## config.mk

```make
export PLATFORM = sky130hd
export DESIGN_NAME = five_level_priority_queue
export DESIGN_NICKNAME = d
export VERILOG_FILES = /design/src/sv/fpq_pkg.sv /design/src/sv/fpq_cell.sv /design/src/sv/five_level_priority_queue.sv
export SDC_FILE = /design/constraint.sdc
export NUM_CORES = 1
export LEC_CHECK = 0
export ABC_AREA = 1
export BUFFER_PORTS_ARGS = -buffer_cell sky130_fd_sc_hd__buf_2
export CAP_MARGIN = 10
export CORE_MARGIN = 2
export CORE_UTILIZATION = 60
export DETAILED_ROUTE_END_ITERATION = 8
export PLACE_DENSITY = 0.77
export REMOVE_ABC_BUFFERS = 1
export SYNTH_ARGS = -nofsm -noshare
export SYNTH_HDL_FRONTEND = slang
export SYNTH_HIERARCHICAL = 1
export SYNTH_SLANG_ARGS = --single-unit
export TNS_END_PERCENT = 50
```

## constraint.sdc

```tcl
create_clock -name clock -period 5.9 [get_ports clock]
set_clock_uncertainty 0.15 [all_clocks]
set_input_delay 0.59 -clock clock [delete_from_list [all_inputs] [get_ports clock]]
set_output_delay 0.59 -clock clock [all_outputs]
set_load 0.05 [all_outputs]
```

## src/sv/fpq_pkg.sv

```systemverilog
// Shared types and constants for the five-level priority queue.
`default_nettype none
package fpq_pkg;

   localparam int DEPTH   = 16;
   localparam int COUNT_W = $clog2(DEPTH + 1);

   localparam logic [2:0] PRIO_MIN = 3'd1;
   localparam logic [2:0] PRIO_MAX = 3'd5;

   typedef enum logic [2:0] {
      ST_PUSHED  = 3'd0,
      ST_POPPED  = 3'd1,
      ST_BADPRIO = 3'd2,
      ST_EMPTY   = 3'd3,
      ST_FULL    = 3'd4
   } status_type;

   typedef struct packed {
      logic signed [31:0] value;
      logic [2:0]         prio;
   } slot_type;

   // Operation broadcast to every cell in the row.
   typedef struct packed {
      logic               push;
      logic               pop;
      logic signed [31:0] value;
      logic [2:0]         prio;
   } cmd_type;

endpackage
`default_nettype wire

```

## src/sv/fpq_cell.sv

```systemverilog
// One storage cell of the sorted shift-register queue.
`default_nettype none
module fpq_cell
   import fpq_pkg::*;
(
   input  wire logic     clock,
   input  wire cmd_type  cmd,
   input  wire logic     occupied,
   input  wire logic     left_keep,
   input  wire slot_type left_slot,
   input  wire slot_type right_slot,
   output slot_type      slot,
   output logic          keep
);

   slot_type slot_ff;
   slot_type slot_in;

   // An occupied cell whose priority number does not exceed the new one stays put on a push.
   assign keep = occupied && (slot_ff.prio <= cmd.prio);
   assign slot = slot_ff;

   always_comb begin
      slot_in = slot_ff;
      if (cmd.push && !keep) begin
         if (left_keep) begin
            slot_in.value = cmd.value;
            slot_in.prio  = cmd.prio;
         end else begin
            slot_in = left_slot;
         end
      end else if (cmd.pop) begin
         slot_in = right_slot;
      end
   end

   always_ff @(posedge clock) begin
      slot_ff <= slot_in;
   end

endmodule
`default_nettype wire

```

## src/sv/five_level_priority_queue.sv

```systemverilog
// Top level of the five-level sorted priority queue built from a row of cells.
`default_nettype none
// Usage:
//   An item is a push (req_op = 0) of req_value with req_priority_req, or a pop
//   (req_op = 1). It is taken at a rising edge where start is high and busy is
//   low. busy never rises, so one item is taken every cycle that start is high.
//   Every item gives exactly one result: rsp_valid is high for one cycle, in the
//   cycle after the item was taken, with rsp_status, rsp_out_value and
//   rsp_out_priority. The receiver cannot stall; results are never held.
//   Throughput is 1 item per cycle: each cell compares its
//   stored priority with the broadcast one and shifts in the same cycle.
//   A push with priority outside 1..5 reports invalid priority, a push into a
//   full queue reports full, a pop of an empty queue reports empty; none of
//   these changes the contents. Within one priority level entries leave in
//   arrival order.
//   Reset clears the entry count and the result strobe; the cell contents are
//   left as they are and are never read before being written.
module five_level_priority_queue
   import fpq_pkg::*;
(
   input  wire logic               clock,
   input  wire logic               reset,
   input  wire logic               start,
   output logic                    busy,
   input  wire logic               req_op,
   input  wire logic signed [31:0] req_value,
   input  wire logic [2:0]         req_priority_req,
   output logic                    rsp_valid,
   output logic [2:0]              rsp_status,
   output logic signed [31:0]      rsp_out_value,
   output logic [2:0]              rsp_out_priority
);

   logic [COUNT_W-1:0] count_ff, count_in;
   logic               rsp_valid_ff;
   status_type         status_ff, status_in;
   logic signed [31:0] out_value_ff, out_value_in;
   logic [2:0]         out_prio_ff, out_prio_in;

   logic     accept, prio_ok, is_full, is_empty;
   cmd_type  cmd;
   slot_type slots [DEPTH];
   logic     keeps [DEPTH];

   assign busy     = 1'b0;
   assign accept   = start && !busy;
   assign prio_ok  = (req_priority_req >= PRIO_MIN) && (req_priority_req <= PRIO_MAX);
   assign is_full  = (count_ff == COUNT_W'(DEPTH));
   assign is_empty = (count_ff == '0);

   assign cmd.push  = accept && !req_op && prio_ok && !is_full;
   assign cmd.pop   = accept && req_op && !is_empty;
   assign cmd.value = req_value;
   assign cmd.prio  = req_priority_req;

   for (genvar i = 0; i < DEPTH; i++) begin : g_cell
      logic     occ;
      logic     lkeep;
      slot_type lslot, rslot;

      assign occ = (COUNT_W'(i) < count_ff);
      if (i == 0) begin : g_first
         assign lkeep = 1'b1;
         assign lslot = slots[0];
      end else begin : g_mid
         assign lkeep = keeps[i-1];
         assign lslot = slots[i-1];
      end
      if (i == DEPTH - 1) begin : g_last
         assign rslot = slots[i];
      end else begin : g_inner
         assign rslot = slots[i+1];
      end

      fpq_cell u_cell (
         .clock      (clock),
         .cmd        (cmd),
         .occupied   (occ),
         .left_keep  (lkeep),
         .left_slot  (lslot),
         .right_slot (rslot),
         .slot       (slots[i]),
         .keep       (keeps[i])
      );
   end

   always_comb begin
      count_in     = count_ff;
      status_in    = status_ff;
      out_value_in = '0;
      out_prio_in  = '0;
      if (accept) begin
         if (!req_op) begin
            priority if (!prio_ok) begin
               status_in = ST_BADPRIO;
            end else if (is_full) begin
               status_in = ST_FULL;
            end else begin
               status_in = ST_PUSHED;
               count_in  = count_ff + COUNT_W'(1);
            end
         end else if (is_empty) begin
            status_in = ST_EMPTY;
         end else begin
            status_in    = ST_POPPED;
            out_value_in = slots[0].value;
            out_prio_in  = slots[0].prio;
            count_in     = count_ff - COUNT_W'(1);
         end
      end
   end

   always_ff @(posedge clock) begin
      if (reset) begin
         count_ff     <= '0;
         rsp_valid_ff <= 1'b0;
      end else begin
         count_ff     <= count_in;
         rsp_valid_ff <= accept;
      end
   end

   always_ff @(posedge clock) begin
      status_ff    <= status_in;
      out_value_ff <= out_value_in;
      out_prio_ff  <= out_prio_in;
   end

   assign rsp_valid        = rsp_valid_ff;
   assign rsp_status       = status_ff;
   assign rsp_out_value    = out_value_ff;
   assign rsp_out_priority = out_prio_ff;

endmodule
`default_nettype wire

```

==> results.yml, run 1 <==
route:
  drt-met1-wl_um: 32300
  viasPerCell: 5.48
  drtIter0Drc: 1796
  wl_um: 70400
  vias: 23770
  drtAntennaViolNets: 0
  dr.pass1.iters: 6
  wire_per_inst_um: 16.2
  wl_met2_um: 32700
  top_layer: "met4"
  drc_errors: 0
  met3_length_um: 4200
power:
  p_leak_nw: 15.9
  power_density_nw_per_um2: 324
  ir_drop_mv: 0.246
global_routing:
  grt-ovfl-total: 0
  antenna_found_initial: 3
  grt_max_degree: 81
  grt_pass1_vias: 23463
  track_usage: 0.232
  grt_pass1_wl_um: 118000
synth:
  yosys_warnings: 6
  netlist_area_um2: 35700
  avgSynthCellArea_um2: 10.0
  synthCells: 3550
placed_design:
  port_buffers: 77
  hpwl_um: 50900
  dpl_cell_area_um2: 35500
  place_congestion: 0.823
status:
  status: "completed"
timing:
  rsz0062_at_grt: "false"
  relSlewSlack: 0.189
  period_minus_slack_ps: 3840
  finalCritPeriodShare: 0.650
  tns_ps: 0
  fmax_ghz: 0.261
  setup_violations: 0
  final-max-slew-violation-count: 0
  worstMarginPinSlew_ps: 1220
  hold_viol: 0
floorplanning:
  die_width_um: 248
  core-area_um2: 58900
  initial_utilization: 0.605
  pin_count: 79
  die_area_um2: 61400
  die_y_um: 248
  num_rows: 89
worst_setup_path:
  startpoint: "count_ff[0]"
  crit_path_top_delay_cell: "nor3_2"
  cp_data_required_time_ps: 5980
  r2r-start: "count_ff[0]"
  end_kind: "flop"
  worstPathArrival_ps: 3920
  cp_max_fo: 36
  path_class: "reg -> reg"
  critPathLaunchType: "flop"
  critPathMaxStageDelay_ps: 790
  crit_chain: "inv_1, ha_1, nand3_1, nand2_1, nor3_2, buf_4, nand2_8, nand2_1, buf_4"
  crit_family: "simple AND/OR/NAND/NOR gates"
  worst-path-buf-inv: 3
clock_network:
  clk_pin_slew_worst_paths_ps: 60
  h-tree-depth: 3
  clock_path_buffers: 3
  cts_tree: "done"
  cts_inserted_buffers: 67
  cts_setup_buffers: 0
  cts.sinks: 604
  cts_hold_buffers: 0
  insertion_delay_ps: 590
  ctsResizeCount: 0
  cts_root_buffer: "clkbuf_16"
layout:
  nNetsFinal: 3603
  layout-drive-gt1-share: 0.225
  syn2layout_area_growth_pct: 5.73
  final_area_um2: 37700
job:
  max_cap_violations: 0
hold_path:
  hp-start: "reset"
  min_path_type: "in -> reg"
[worst register-to-register path: cells and delay by family (launching register included)]
family	cells	cell delay, ps
flip-flops	1	520
adder cells (fa/ha/maj)	1	300
buffers and inverters	3	1100
AND/OR/NAND/NOR	5	1400
[placed cells by master (no fill, tap or decap)]
cell type / count
nand2_1: 1188
nand3_1: 602
edfxtp_1: 563
mux2_2: 528
inv_1: 143
buf_2: 77
nor2_1: 73
clkbuf_16: 71
a21oi_1: 52
ha_1: 51
buf_4: 45
dfxtp_1: 41
nand2_8: 32
clkbuf_1: 19
nand2_2: 17
clkinv_1: 11
clkinv_2: 8
o21ai_0: 6
bufinv_16: 4
diode_2: 3
nand4_1: 3
nand2_4: 3
buf_12: 3
a21oi_2: 2
xor2_1: 2
conb_1: 2
inv_6: 2
clkbuf_8: 2
buf_16: 2
nor2_4: 1
o21a_1: 1
o31ai_1: 1
nand3_2: 1
inv_2: 1
a31oi_1: 1
nor2_2: 1
nor3_2: 1
nor3_1: 1
[metal layers]
metal  vias to the layer above  global-route usage
li1                      12140                   -
met5                         -                   0
met2                       695               0.380
met3                        89              0.0308
met4                         0              0.0645
met1                     10846               0.326
[metrics by stage]
step / hold WS [ps] / std cells / utilization / setup slack [ps] / power [W]
2_1_floorplan: 330 / 3317 / - / -34040 / 0.00789
3_3_place_gp: 354 / 4215 / 0.603 / 1970 / 0.00816
3_5_place_dp: 359 / 4215 / 0.603 / 1870 / 0.00824
4_1_cts: 60.8 / 4332 / 0.639 / 2140 / 0.0123
5_1_grt: 97.7 / 4337 / 0.640 / 1930 / 0.0128
6_report: 93.6 / 4337 / 0.640 / 2060 / 0.0122
[flip-flops by register name (all words and copies together), names as in the netlist]
name / flops
g_cell.u_cell/slot: 560
rsp_out_value: 32
count_ff: 5
rsp_out_priority: 3
rsp_status: 3
rsp_valid: 1
[power breakdown]
group	total [W]	switching [W]	leakage, nW	internal, W
clock network	0.00404	0.00165	1.03	0.00239
logic	0.00252	0.00150	9.26	0.00102
registers	0.00566	0.000262	5.62	0.00540
[final cells by class]
type | instances | area (um^2)
sequential | 604 | 17700
timing repair buffer | 127 | 838
multi-input combinational | 2569 | 15500
clock buffer | 92 | 1880
fill | 4679 | 21200
clock inverter | 25 | 219
tap | 773 | 967
inverter | 144 | 541
antenna | 3 | 7.51
[final timing paths]
path	to	depth (start not counted)	slack, ps
max	g_cell[1].u_cell/slot[20]	9	2060
min	count_ff[4]	2	90
max reg2reg	g_cell[1].u_cell/slot[20]	9	2060
min reg2reg	rsp_out_value[26]	2	360
No activity file was read; power rests on OpenSTA's default activity.
==> run 2, diff against run 1 <==
- CORE_UTILIZATION: 60 -> 58
- PLACE_DENSITY: 0.77 -> 0.78
- clock period: 5.9 -> 3.5 ns (I/O delays scaled with it)
==> run 2 against run 1 <==
Against the previous run: cell count increased by 0.76%; clock power up 74%; sequential power grew 69%.
==> results.yml, run 2 (synthesized netlist as in run 1, its figures left out) <==
route:
  wl_um: 79500
  dr.pass1.iters: 6
  wire_per_inst_um: 18.2
  drc_errors: 0
  viasPerCell: 5.68
  vias: 24841
  drtAntennaViolNets: 0
  drtIter0Drc: 2492
floorplanning:
  num_rows: 90
  die_width_um: 252
  core-area_um2: 60600
  die_y_um: 252
  pin_count: 79
  initial_utilization: 0.589
  die_area_um2: 63500
timing:
  fmax_ghz: 0.311
  setup_violations: 0
  final-max-slew-violation-count: 0
  finalCritPeriodShare: 0.919
  hold_viol: 0
  relSlewSlack: 0.486
  rsz0062_at_grt: "false"
  period_minus_slack_ps: 3220
  worstMarginPinSlew_ps: 763
  tns_ps: 0
layout:
  largest_reg_flops: 560
  final_cell_mix: "1188 x nand2_1, 602 x nand3_1, 563 x edfxtp_1"
  multi_input_area_um2: 15500
  final_common_cell: "nand2_1"
  nNetsFinal: 3629
  layout-drive-gt1-share: 0.229
  num-fill-cells: 4822
  final_cells: 4370
  register_area_um2: 17700
  finish.utilization: 0.632
  syn2layout_area_growth_pct: 7.36
clock_network:
  cts_inserted_buffers: 69
  cts.sinks: 604
  h-tree-depth: 3
  cts_tree: "done"
  cts_root_buffer: "clkbuf_16"
  insertion_delay_ps: 600
  cts_setup_buffers: 0
  clock_path_buffers: 3
  clk_pin_slew_worst_paths_ps: 50
job:
  max_cap_violations: 0
global_routing:
  grt_pass1_wl_um: 130000
  antenna_found_initial: 1
  grt_pass1_vias: 24001
  grt_max_degree: 111
  track_usage: 0.249
  grt-ovfl-total: 0
worst_setup_path:
  crit_family: "buffers and inverters"
  critPathMaxStageDelay_ps: 540
  crit_path_top_delay_cell: "buf_4"
  cp_data_required_time_ps: 3810
  worst-path-buf-inv: 4
  worstPathArrival_ps: 3530
  critPathLaunchType: "flop"
  path_class: "reg -> reg"
  cp_max_fo: 55
  crit_chain: "inv_1, ha_1, nand3_1, nand2_1, nor3_2, buf_12, buf_12, buf_4, nand3_1, nand2_1"
  end_kind: "flop"
power:
  p_leak_nw: 16.1
  power_w: 0.0211
  power_density_nw_per_um2: 551
  ir_drop_mv: 0.425
hold_path:
  min_path_type: "in -> reg"
placed_design:
  numPlacedInstances: 4247
  place_congestion: 0.837
  port_buffers: 77
  hpwl_um: 54000
status:
  status: "completed"
## run 2: timing repair
action	4_1_cts	5_1_grt
gates resized for setup	0	0
hold buffers	3	0
hold endpoints to repair	10	0
## run 2: per-stage QoR
step | setup WS (ps) | hold slack (ps) | area (um^2)
detailed placement | 387 | 372 | 36100
finish | 284 | 284 | 38300
CTS | 327 | 240 | 38300
floorplan | -36440 | 262 | 33800
global placement | 391 | 361 | 36100
global route | 103 | 316 | 38300
## run 2: worst paths after layout
path	from	end	slack [ps]	depth (start not counted)
worst max-delay path	count_ff[0]	g_cell[15].u_cell/slot[19]	280	10
worst min register to register	g_cell[1].u_cell/slot[30]	g_cell[0].u_cell/slot[30]	380	2
worst min-delay path	req_priority_req[1]	rsp_status[1]	280	3
worst max register to register	count_ff[0]	g_cell[15].u_cell/slot[19]	280	10
## run 2: worst reg2reg max path, delay by kind of cell, from the launching register on
| family | cells | cell delay, ps |
|---|---|---|
| simple gates | 5 | 860 |
| fa+ha+maj | 1 | 300 |
| flops | 1 | 530 |
| buf+inv | 4 | 1240 |
## run 2: layout make-up
cell class                      count  area share
Antenna cell                        1   0.0000654
Clock buffer                       94      0.0489
Clock inverter                     25     0.00713
Inverter                          144      0.0141
Multi-Input combinational cell   2569       0.406
Sequential cell                   604       0.463
Tap cell                          782      0.0256
Timing Repair Buffer              151      0.0356
## run 2: per-layer routing
metal / up-vias / GRT usage / routed length [um] / share of wire
met5: - / 0 / 0 / 0
met4: 0 / 0.0571 / 1410 / 0.018
met3: 110 / 0.0360 / 5810 / 0.073
met2: 970 / 0.391 / 35800 / 0.45
met1: 11579 / 0.368 / 36500 / 0.46
li1: 12182 / - / - / -
## run 2: report_power, final
group / switching (W) / leakage (nW) / total, W / internal, W
sequential: 0.000476 / 5.62 / 0.00958 / 0.00911
clock: 0.00283 / 1.04 / 0.00701 / 0.00418
combinational: 0.00266 / 9.45 / 0.00451 / 0.00185
